==> src/hw/rtl/cph_pkg.sv <==
`timescale 1ns / 1ps
// Shared widths, command types and the multiply step table of the circle hit test.
package cph_pkg;

  localparam int COORD_W   = 24;
  localparam int RAD_W     = 23;
  localparam int HW_W      = 16;
  localparam int CFG_IDX_W = 2;
  localparam int EXT_W     = COORD_W + 4;
  localparam int RW_W      = RAD_W + 1;
  localparam int RW2_W     = 2 * RW_W;
  localparam int MAG_W     = 26;
  localparam int PROD_W    = 2 * MAG_W;
  localparam int LEN2_W    = 50;
  localparam int DOT_W     = 52;
  localparam int CMAG_W    = PROD_W;
  localparam int ACC_W     = 105;
  localparam int STEP_W    = 5;

  localparam logic [STEP_W-1:0] LAST_STEP  = 5'd17;
  localparam logic [STEP_W-1:0] POINT_STEP = 5'd15;

  typedef enum logic [CFG_IDX_W-1:0] {
    CFG_CENTER_X = 2'd0,
    CFG_CENTER_Y = 2'd1,
    CFG_RADIUS   = 2'd2
  } cfg_idx_t;

  typedef enum logic [3:0] {
    OPND_ZERO = 4'd0,
    OPND_DDX  = 4'd1,
    OPND_DDY  = 4'd2,
    OPND_R    = 4'd3,
    OPND_DX   = 4'd4,
    OPND_DY   = 4'd5,
    OPND_EX   = 4'd6,
    OPND_EY   = 4'd7,
    OPND_RW   = 4'd8,
    OPND_A0   = 4'd9,
    OPND_A1   = 4'd10,
    OPND_B0   = 4'd11,
    OPND_B1   = 4'd12,
    OPND_C0   = 4'd13,
    OPND_C1   = 4'd14
  } opnd_t;

  typedef enum logic [1:0] {
    ACC_HOLD = 2'd0,
    ACC_SET  = 2'd1,
    ACC_ADD  = 2'd2,
    ACC_SUB  = 2'd3
  } acc_op_t;

  typedef enum logic [1:0] {
    SH_0   = 2'd0,
    SH_LO  = 2'd1,
    SH_LO1 = 2'd2,
    SH_HI  = 2'd3
  } shift_t;

  typedef enum logic [2:0] {
    CAP_NONE = 3'd0,
    CAP_LEN2 = 3'd1,
    CAP_DOT  = 3'd2,
    CAP_CR   = 3'd3,
    CAP_DIST = 3'd4
  } cap_t;

  typedef struct packed {
    opnd_t   a_sel;
    opnd_t   b_sel;
    acc_op_t acc_op;
    shift_t  shift;
    cap_t    cap;
  } mul_cmd_t;

  typedef struct packed {
    logic     load;
    logic     finish;
    mul_cmd_t mul;
  } dp_cmd_t;

  localparam mul_cmd_t MUL_NOP = '{OPND_ZERO, OPND_ZERO, ACC_HOLD, SH_0, CAP_NONE};

  // Segment test first (projection, then distance), point test last.
  function automatic mul_cmd_t step_cmd(input logic [STEP_W-1:0] step);
    mul_cmd_t c;
    c = MUL_NOP;
    case (step)
      5'd0:    c = '{OPND_DX,  OPND_DX,  ACC_SET,  SH_0,   CAP_NONE};
      5'd1:    c = '{OPND_DY,  OPND_DY,  ACC_ADD,  SH_0,   CAP_NONE};
      5'd2:    c = '{OPND_EX,  OPND_DX,  ACC_SET,  SH_0,   CAP_LEN2};
      5'd3:    c = '{OPND_EY,  OPND_DY,  ACC_ADD,  SH_0,   CAP_NONE};
      5'd4:    c = '{OPND_DX,  OPND_EY,  ACC_SET,  SH_0,   CAP_DOT};
      5'd5:    c = '{OPND_DY,  OPND_EX,  ACC_SUB,  SH_0,   CAP_NONE};
      5'd6:    c = '{OPND_RW,  OPND_RW,  ACC_HOLD, SH_0,   CAP_CR};
      5'd7:    c = MUL_NOP;
      5'd8:    c = '{OPND_A0,  OPND_B0,  ACC_SET,  SH_0,   CAP_NONE};
      5'd9:    c = '{OPND_A0,  OPND_B1,  ACC_ADD,  SH_LO,  CAP_NONE};
      5'd10:   c = '{OPND_A1,  OPND_B0,  ACC_ADD,  SH_LO,  CAP_NONE};
      5'd11:   c = '{OPND_A1,  OPND_B1,  ACC_ADD,  SH_HI,  CAP_NONE};
      5'd12:   c = '{OPND_C0,  OPND_C0,  ACC_SUB,  SH_0,   CAP_NONE};
      5'd13:   c = '{OPND_C0,  OPND_C1,  ACC_SUB,  SH_LO1, CAP_NONE};
      5'd14:   c = '{OPND_C1,  OPND_C1,  ACC_SUB,  SH_HI,  CAP_NONE};
      5'd15:   c = '{OPND_DDX, OPND_DDX, ACC_SET,  SH_0,   CAP_DIST};
      5'd16:   c = '{OPND_DDY, OPND_DDY, ACC_ADD,  SH_0,   CAP_NONE};
      5'd17:   c = '{OPND_R,   OPND_R,   ACC_SUB,  SH_0,   CAP_NONE};
      default: c = MUL_NOP;
    endcase
    return c;
  endfunction

endpackage

==> src/hw/rtl/cph_dp.sv <==
`timescale 1ns / 1ps
// Datapath of the circle hit test: config, item registers, shared multiplier, accumulator.
module cph_dp (
  input  logic                            clk,
  input  logic                            rst,
  input  logic                            cfg_valid,
  input  logic [cph_pkg::CFG_IDX_W-1:0]   cfg_index,
  input  logic [cph_pkg::COORD_W-1:0]     cfg_data,
  input  logic signed [cph_pkg::COORD_W-1:0] point_x,
  input  logic signed [cph_pkg::COORD_W-1:0] point_y,
  input  logic signed [cph_pkg::COORD_W-1:0] origin_x,
  input  logic signed [cph_pkg::COORD_W-1:0] origin_y,
  input  logic [cph_pkg::HW_W-1:0]        half_width,
  input  logic                            first_point,
  input  logic                            last_point,
  input  cph_pkg::dp_cmd_t                cmd,
  output logic                            hit
);
  import cph_pkg::*;

  typedef struct packed {
    logic               ddx_s;
    logic [MAG_W-1:0]   ddx_m;
    logic               ddy_s;
    logic [MAG_W-1:0]   ddy_m;
    logic               dx_s;
    logic [MAG_W-1:0]   dx_m;
    logic               dy_s;
    logic [MAG_W-1:0]   dy_m;
    logic               ex_s;
    logic [MAG_W-1:0]   ex_m;
    logic               ey_s;
    logic [MAG_W-1:0]   ey_m;
    logic [RW_W-1:0]    rw;
    logic [RW2_W-1:0]   rw2;
    logic [LEN2_W-1:0]  len2;
    logic [CMAG_W-1:0]  cmag;
  } opnds_t;

  function automatic logic signed [EXT_W-1:0] sx(input logic [COORD_W-1:0] v);
    return {{(EXT_W-COORD_W){v[COORD_W-1]}}, v};
  endfunction

  function automatic logic [MAG_W-1:0] mag(input logic [EXT_W-1:0] v);
    logic [EXT_W-1:0] n;
    n = v[EXT_W-1] ? (~v + 1'b1) : v;
    return n[MAG_W-1:0];
  endfunction

  function automatic logic [MAG_W:0] pick(input opnd_t s, input opnds_t o,
                                          input logic [RAD_W-1:0] r);
    logic [MAG_W:0] v;
    case (s)
      OPND_DDX: v = {o.ddx_s, o.ddx_m};
      OPND_DDY: v = {o.ddy_s, o.ddy_m};
      OPND_R:   v = {1'b0, MAG_W'(r)};
      OPND_DX:  v = {o.dx_s, o.dx_m};
      OPND_DY:  v = {o.dy_s, o.dy_m};
      OPND_EX:  v = {o.ex_s, o.ex_m};
      OPND_EY:  v = {o.ey_s, o.ey_m};
      OPND_RW:  v = {1'b0, MAG_W'(o.rw)};
      OPND_A0:  v = {1'b0, o.rw2[MAG_W-1:0]};
      OPND_A1:  v = {1'b0, MAG_W'(o.rw2[RW2_W-1:MAG_W])};
      OPND_B0:  v = {1'b0, o.len2[MAG_W-1:0]};
      OPND_B1:  v = {1'b0, MAG_W'(o.len2[LEN2_W-1:MAG_W])};
      OPND_C0:  v = {1'b0, o.cmag[MAG_W-1:0]};
      OPND_C1:  v = {1'b0, o.cmag[CMAG_W-1:MAG_W]};
      default:  v = '0;
    endcase
    return v;
  endfunction

  logic signed [COORD_W-1:0] center_x;
  logic signed [COORD_W-1:0] center_y;
  logic [RAD_W-1:0]          radius;
  logic [COORD_W-1:0]        prev_x;
  logic [COORD_W-1:0]        prev_y;
  logic                      hit_so_far;
  logic                      hit_so_far_next;

  opnds_t ops;
  logic   box_hit;
  logic   first_q;
  logic   last_q;

  logic signed [EXT_W-1:0] cx_e, cy_e, ox_e, oy_e, px_e, py_e, r_e, w_e;
  logic signed [EXT_W-1:0] ax, ay, ddx, ddy, dx, dy, ex, ey;
  logic                    box_miss;
  logic [RW_W-1:0]         rw_sum;

  logic [MAG_W:0]     a_op;
  logic [MAG_W:0]     b_op;
  logic [PROD_W-1:0]  prod;
  logic               prod_neg;
  mul_cmd_t           stg;

  logic [ACC_W-1:0]   acc;
  logic [ACC_W-1:0]   acc_next;
  logic [ACC_W-1:0]   term;
  logic [ACC_W-1:0]   sterm;
  logic [CMAG_W:0]    cross_val;
  logic [CMAG_W:0]    cross_abs;
  logic [DOT_W-1:0]   dot;
  logic               dist_ok;
  logic               point_hit;
  logic               proj_ok;
  logic               item_hit;

  // Configuration registers.
  always_ff @(posedge clk) begin
    if (rst) begin
      center_x <= '0;
      center_y <= '0;
      radius   <= '0;
    end else if (cfg_valid) begin
      case (cfg_idx_t'(cfg_index))
        CFG_CENTER_X: center_x <= cfg_data;
        CFG_CENTER_Y: center_y <= cfg_data;
        CFG_RADIUS:   radius   <= cfg_data[RAD_W-1:0];
        default: ;
      endcase
    end
  end

  // Differences and box test of the incoming item.
  always_comb begin
    cx_e   = sx(center_x);
    cy_e   = sx(center_y);
    ox_e   = sx(origin_x);
    oy_e   = sx(origin_y);
    px_e   = sx(point_x);
    py_e   = sx(point_y);
    r_e    = {{(EXT_W-RAD_W){1'b0}}, radius};
    w_e    = {{(EXT_W-HW_W){1'b0}}, half_width};
    ax     = ox_e + px_e;
    ay     = oy_e + py_e;
    ddx    = cx_e - ax;
    ddy    = cy_e - ay;
    dx     = px_e - sx(prev_x);
    dy     = py_e - sx(prev_y);
    ex     = cx_e - ox_e - sx(prev_x);
    ey     = cy_e - oy_e - sx(prev_y);
    box_miss = (cx_e + r_e < ax - w_e) || (cx_e - r_e > ax + w_e) ||
               (cy_e + r_e < ay - w_e) || (cy_e - r_e > ay + w_e);
    rw_sum = RW_W'(radius) + RW_W'(half_width);
  end

  always_ff @(posedge clk) begin
    if (cmd.load) begin
      ops.ddx_s <= ddx[EXT_W-1];
      ops.ddx_m <= mag(ddx);
      ops.ddy_s <= ddy[EXT_W-1];
      ops.ddy_m <= mag(ddy);
      ops.dx_s  <= dx[EXT_W-1];
      ops.dx_m  <= mag(dx);
      ops.dy_s  <= dy[EXT_W-1];
      ops.dy_m  <= mag(dy);
      ops.ex_s  <= ex[EXT_W-1];
      ops.ex_m  <= mag(ex);
      ops.ey_s  <= ey[EXT_W-1];
      ops.ey_m  <= mag(ey);
      ops.rw    <= rw_sum;
      box_hit   <= !box_miss;
      first_q   <= first_point;
      last_q    <= last_point;
    end
    case (stg.cap)
      CAP_LEN2: ops.len2 <= acc[LEN2_W-1:0];
      CAP_DOT:  dot      <= acc[DOT_W-1:0];
      CAP_CR: begin
        ops.cmag <= cross_abs[CMAG_W-1:0];
        ops.rw2  <= prod[RW2_W-1:0];
      end
      CAP_DIST: dist_ok  <= !acc[ACC_W-1];
      default: ;
    endcase
  end

  always_ff @(posedge clk) begin
    if (rst) begin
      prev_x <= '0;
      prev_y <= '0;
    end else if (cmd.load) begin
      prev_x <= point_x;
      prev_y <= point_y;
    end
  end

  // Multiply stage.
  assign a_op = pick(cmd.mul.a_sel, ops, radius);
  assign b_op = pick(cmd.mul.b_sel, ops, radius);

  always_ff @(posedge clk) begin
    prod     <= PROD_W'(a_op[MAG_W-1:0]) * PROD_W'(b_op[MAG_W-1:0]);
    prod_neg <= a_op[MAG_W] ^ b_op[MAG_W];
  end

  always_ff @(posedge clk) begin
    if (rst) begin
      stg <= MUL_NOP;
    end else begin
      stg <= cmd.mul;
    end
  end

  // Accumulate stage.
  always_comb begin
    case (stg.shift)
      SH_0:    term = ACC_W'(prod);
      SH_LO:   term = ACC_W'(prod) << MAG_W;
      SH_LO1:  term = ACC_W'(prod) << (MAG_W + 1);
      SH_HI:   term = ACC_W'(prod) << (2 * MAG_W);
      default: term = ACC_W'(prod);
    endcase
    sterm = (prod_neg ^ (stg.acc_op == ACC_SUB)) ? (~term + 1'b1) : term;
    case (stg.acc_op)
      ACC_HOLD: acc_next = acc;
      ACC_SET:  acc_next = sterm;
      ACC_ADD:  acc_next = acc + sterm;
      ACC_SUB:  acc_next = acc + sterm;
      default:  acc_next = acc;
    endcase
    cross_val = acc[CMAG_W:0];
    cross_abs = cross_val[CMAG_W] ? (~cross_val + 1'b1) : cross_val;
  end

  always_ff @(posedge clk) begin
    acc <= acc_next;
  end

  // Combine the tests and fold into the polyline flag.
  always_comb begin
    point_hit = acc[ACC_W-1] || (acc == '0);
    proj_ok   = (ops.len2 != '0) && !dot[DOT_W-1] &&
                (dot[DOT_W-2:0] <= (DOT_W-1)'(ops.len2));
    if (first_q && last_q) begin
      item_hit = box_hit;
    end else begin
      item_hit = point_hit || (!first_q && proj_ok && dist_ok);
    end
    hit_so_far_next = (first_q ? 1'b0 : hit_so_far) || item_hit;
  end

  always_ff @(posedge clk) begin
    if (rst) begin
      hit_so_far <= 1'b0;
    end else if (cmd.finish) begin
      hit_so_far <= last_q ? 1'b0 : hit_so_far_next;
    end
  end

  always_ff @(posedge clk) begin
    if (cmd.finish && last_q) begin
      hit <= hit_so_far_next;
    end
  end

endmodule

==> config.mk <==
export PLATFORM = sky130hd
export DESIGN_NAME = cph_dp
export DESIGN_NICKNAME = d
export VERILOG_FILES = /design/src/hw/rtl/cph_pkg.sv /design/src/hw/rtl/cph_dp.sv
export SDC_FILE = /design/constraint.sdc
export NUM_CORES = 2
export LEC_CHECK = 0
export ABC_AREA = 0
export CAP_MARGIN = 0
export CORE_MARGIN = 2
export CORE_UTILIZATION = 45
export CTS_CLUSTER_DIAMETER = 40
export DETAILED_ROUTE_END_ITERATION = 7
export DONT_BUFFER_PORTS = 1
export GPL_TIMING_DRIVEN = 0
export PLACE_DENSITY_LB_ADDON = 0.25
export SLEW_MARGIN = 5
export SYNTH_ARGS = -nofsm -noshare
export SYNTH_HDL_FRONTEND = slang
export SYNTH_SLANG_ARGS = --single-unit
==> constraint.sdc <==
create_clock -name clk -period 9.4 [get_ports clk]
set_input_delay 0.94 -clock clk [delete_from_list [all_inputs] [get_ports clk]]
set_output_delay 0.94 -clock clk [all_outputs]
set_load 0.01 [all_outputs]
# Yosys cells after proc, flatten, opt, wreduce, memory -nomap -nowiden
# Index checks and enable logic that the tools add are counted.
# op_classes
div_mod_pow,0
mul,1
n_mux,15
n_bitwise,10
magnitude_cmp,5
reduce_logical,25
shifts,0
eq_ne,40
addsub,28
# op_table
op,count
27-bit case mux with 14 select lines,2
105-bit case mux with 4 select lines,1
105-bit case mux with 2 select lines,1
"26-bit by 1-bit adder with 26-bit output, second input constant",6
26-bit two-way mux,6
26-bit inverter,6
24-bit by 24-bit subtractor with 25-bit output,6
"105-bit by 1-bit adder with 105-bit output, second input constant",1
105-bit adder,1
105-bit zero test,1
105-bit two-way mux,1
105-bit inverter,1
24-bit by 24-bit adder with 25-bit output,4
"4-bit == test, second input constant",14
25-bit by 17-bit adder with 26-bit output,2
"52-bit by 1-bit adder with 52-bit output, second input constant",1
25-bit by 26-bit > comparator with 1-bit output,2
25-bit by 26-bit less-than comparator with 1-bit output,2
26-bit by 26-bit multiplier with 52-bit output,1
52-bit two-way mux,1
52-bit inverter,1
24-bit by 25-bit subtractor with 26-bit output,2
25-bit by 17-bit subtractor with 26-bit output,2
25-bit by 24-bit subtractor with 26-bit output,2
19 further kinds,57
# totals
mem_bits_rw,0
register_bits,678
inputBits,160
elab_cells,158
mem_bits_ro,0
n_memories,0
output_inout_bits,1
latch_bits,0

# Longest topological paths before layout
# logic_depth
depth_word,9
mapped_depth,36
depth_no_buf,34

# Least setup slack after synthesis
# Ideal clock, no wire load.
# synth_timing
path_kind,input to register
startpoint,in cmd[14] in the netlist's numbering
endpoint,reg prod[51]
cell_stages,34
path_slack_ns,-0.016
n_path_buf,4
t_arrival_ns,9.344
cell_sequence,nand2b_1 -> clkbuf_1 -> nor3_1 -> clkbuf_1 -> a22oi_1 -> nand3_1 -> nor2_1 -> clkbuf_1 -> or2_2 -> fa_1 -> inv_1 -> fa_1 -> inv_1 -> fa_1 -> fa_1 -> inv_1 -> fa_1 -> fa_1 -> inv_1 -> fa_1 -> inv_1 -> ha_1 -> clkbuf_1 -> a21o_1 -> a21oi_1 -> o31ai_1 -> and4_1 -> a2111oi_1 -> o2111a_1 -> nor3_1 -> o31ai_1 -> o21ai_1 -> a21oi_1 -> xnor2_1
# synth_via
elab_chain_len,3
elab_cells_between_ends,16
# synth_lines
item,line_no,source
from (decl),cph_dp.sv:16,"input cph_pkg::dp_cmd_t cmd,"
"4-bit == test, or another cell as far along",cph_dp.sv:53,case (s)
27-bit case mux with 14 select lines (*),cph_dp.sv:53,
26-bit by 26-bit multiplier with 52-bit output (*),cph_dp.sv:194,prod <= PROD_W'(a_op[MAG_W-1:0]) * PROD_W'(b_op[MAG_W-1:0]);
to (signal assigned),cph_dp.sv:194,
to (decl),cph_dp.sv:93,logic [PROD_W-1:0] prod;
# Mark *: on every way between the ends. The rest lies on a longest branch, timed or not.
# A chain may end at the register's enable or synchronous reset.

# Worst setup path after layout
# layout_timing
startpoint,reg ops[63] in the netlist's numbering
endpoint,reg prod[51]
# layout_via
elab_chain_len,2
elab_cells_between_ends,3
# layout_lines
item,line_no,source
from (decl),cph_dp.sv:81,opnds_t ops;
27-bit case mux with 14 select lines,cph_dp.sv:53,
26-bit by 26-bit multiplier with 52-bit output (*),cph_dp.sv:194,
# Marks and branches as above.

==> run metrics <==
outcome=finished, violations left; failing checks=setup timing; Synth area leaders=edfxtp_1 18%, fa_1 15%, ha_1 12%; row count=159; fillers=18000; Worst Setup SP=ops[63]$_DFFE_PN_; Hold Crit Endpoint=last_q$_DFFE_PP_; Routed Wire Length=410000 µm; CP arrival=10.11 ns; mean area per synthesized cell=8.69 µm²; Reg2Reg Setup Slack=-0.02 ns; Die Wd=440 µm; worst r2r src=ops[63]$_DFFE_PN_; Worst Hold Class=input pin to flip-flop; max incr delay on CP=0.64 ns; Setup-failing EPs final=1; layout cells sized above 1=10.3%; Hold Startpoint=last_point; hold slack=0.203 ns; Setup crit end kind=flip-flop; GPL Wtd Cong=1.06; Nets=11700; count leader, synth=inv_1; crit path time final=9.42 ns; DP Wirelength=333000 µm; Netlist cell types=109; antenna violations before repair=41; Die Height=440 µm; synth warn=0; Final Util=51.0%; area delta synth->final=12.4%; Synth Instances=9828; post-route ant nets=0; Async S/R FF share, synth=0%; vias=80600; Synth Cell Area=0.0854 mm²; Post-route DRC=0; main flop type after synthesis=edfxtp_1; share of the synthesized area in the top cell type=17.5%; EDFF count, synth=498; fmax=0.106 GHz; Critical Setup Path Class=flip-flop to flip-flop; H-tree depth=4; Register Area=0.0186 mm²; CTS root buffer=clkbuf_16; part of the Yosys area used for sequential elements=21.7%; Crit path required time=10.09 ns; drt pass-1 iters=8; global route overflow=0; hold path cells=0; crit-path max FO=10; multi-input logic area=0.0619 mm²; reg2reg end=prod[51]$_DFF_P_; most frequent CP cell=fa_1; fin. max-slew vios=0; Slew @ Worst Pin=1.47 ns; clock slew at reported path FFs=0.06 ns; fin worst setup slack=-0.0204 ns; Inserted Clock Buffers=132; largest net degree at the start of global routing=191; CP Launch Type=flip-flop; vias in the first global route=77700; Setup Skew=0.0847 ns; WL/cell=32.2 µm; Core ar.=0.188 mm²; area of the die=0.193 mm²; CP delay by family, top=adder cells; relative slew slack=1.74%; All-Layer GR Usage=41.7%; first-pass GRT wire length=572000 µm; top post-synthesis cells by count=1108 x inv_1, 913 x nor2_1, 829 x ha_1, 659 x a21oi_1, 638 x fa_1; RSZ-0062 raised after global routing=yes; worst skew pair latency=0.83 ns; register bit total from synthesis=678; Fin. Hold Viols=0; I/O pins=161; PortBufs=0; max-cap viol count=0; hold buffers post-CTS=0; Critical-path top delay cell=edfxtp_1; Starting Density=45.4%; CP Buf/Inv Count=7; R2R cell count=31; TritonCTS clock tree=built; DR iter-0 viols=9075; DR vias/cell=6.34; clock buffer depth=3; CTS sink count=678; Synth area leader=edfxtp_1; period utilisation layout=100%
[final cells by class]
cell class                      instances  area share [%]
Multi-Input combinational cell       7621            64.5
Clock inverter                         92            1.26
Timing Repair Buffer                  145            1.50
Antenna cell                           18          0.0469
Buffer                                408            2.09
Tap cell                             2495            3.25
Sequential cell                       678            19.3
Inverter                             1108            4.35
Clock buffer                          151            3.64
[logic make-up after synthesis]
kind of cell,share of synthesized area (%)
AOI/OAI and AO/OA,18.6
xor gates and xnor gates,7.58
adders and majority gates,27.1
buffers and inverters,6.81
DFF,21.7
muxes,1.93
other,0.00439
and+or+nand+nor,16.3
[what timing repair did]
action,in CTS,in global routing
setup endpoints to repair,38,15
pin swaps,38,32
gates cloned,0,0
gates resized for setup,316,129
buffers inserted,63,48
[metal layers]
layer | share of wire (%) | global-route usage, % | wire, µm
met1 | 42 | 56.3 | 171000
met4 | 4.8 | 17.1 | 19700
met5 | 0.11 | 0.794 | 438
met2 | 41 | 59.9 | 167000
met3 | 13 | 15.0 | 51800
[metrics by stage]
stage | instance area [µm²] | setup TNS, ns | instances | setup WS (ns)
floorplan | 85400 | 0 | 9829 | 0.0105
global placement | 88600 | -135.44 | 12300 | -5.03
detailed placement | 89200 | -100.94 | 12400 | -3.87
CTS | 95200 | 0 | 12700 | 0.0189
global route | 96000 | -0.0342 | 12700 | -0.0224
finish | 96000 | -0.0204 | 12700 | -0.0204
[worst max path at each step]
stage / cells past startpoint / end / slack, ns
finish: 31 / prod[51]$_DFF_P_ / -0.02
CTS: 34 / prod[51]$_DFF_P_ / 0.02
global route: 36 / prod[46]$_DFF_P_ / -0.02
detailed placement: 33 / prod[51]$_DFF_P_ / -3.87
global placement: 31 / prod[51]$_DFF_P_ / -5.03
floorplan: 34 / prod[51]$_DFF_P_ / 0.01
[flip-flops by register name, summed over array words and instances, names as in the netlist, 7 cells and up]
| register | cells |
|---|---|
| prev_y | 24 |
| center_x | 24 |
| center_y | 24 |
| prod | 52 |
| prev_x | 24 |
| dot | 52 |
| radius | 23 |
| ops | 336 |
| stg | 7 |
| acc | 105 |
[placed cells by master, fill, tap and decap left out, types with 47 or more instances in the layout]
cell / Yosys / routed
ha_1: 829 / 829
o21ai_0: 472 / 467
nand2_1: 552 / 550
and3_1: 48 / 47
clkbuf_4: 0 / 52
nand3_1: 204 / 186
o21a_1: 100 / 100
dfxtp_1: 180 / 180
xnor2_1: 519 / 519
a221oi_1: 56 / 53
clkbuf_2: 1 / 50
clkbuf_16: 0 / 136
a21oi_1: 659 / 659
or2_2: 277 / 276
a21o_1: 218 / 218
buf_4: 5 / 130
xor2_1: 220 / 219
edfxtp_1: 498 / 498
o21bai_1: 86 / 86
mux2_2: 47 / 47
nor4_1: 69 / 69
nor2b_1: 98 / 98
a211oi_1: 62 / 59
clkbuf_1: 373 / 247
a22oi_1: 275 / 268
nand2b_1: 97 / 89
o31ai_1: 72 / 69
nor2_4: 1 / 50
nor2_1: 913 / 853
or3_1: 67 / 67
nor3_1: 176 / 162
a31oi_1: 90 / 90
mux2i_1: 112 / 112
nand4_1: 116 / 116
inv_1: 1108 / 1104
fa_1: 638 / 638
Power is not shown: default switching activity piles up to over one toggle a cycle in this logic, so the estimate is an artifact.
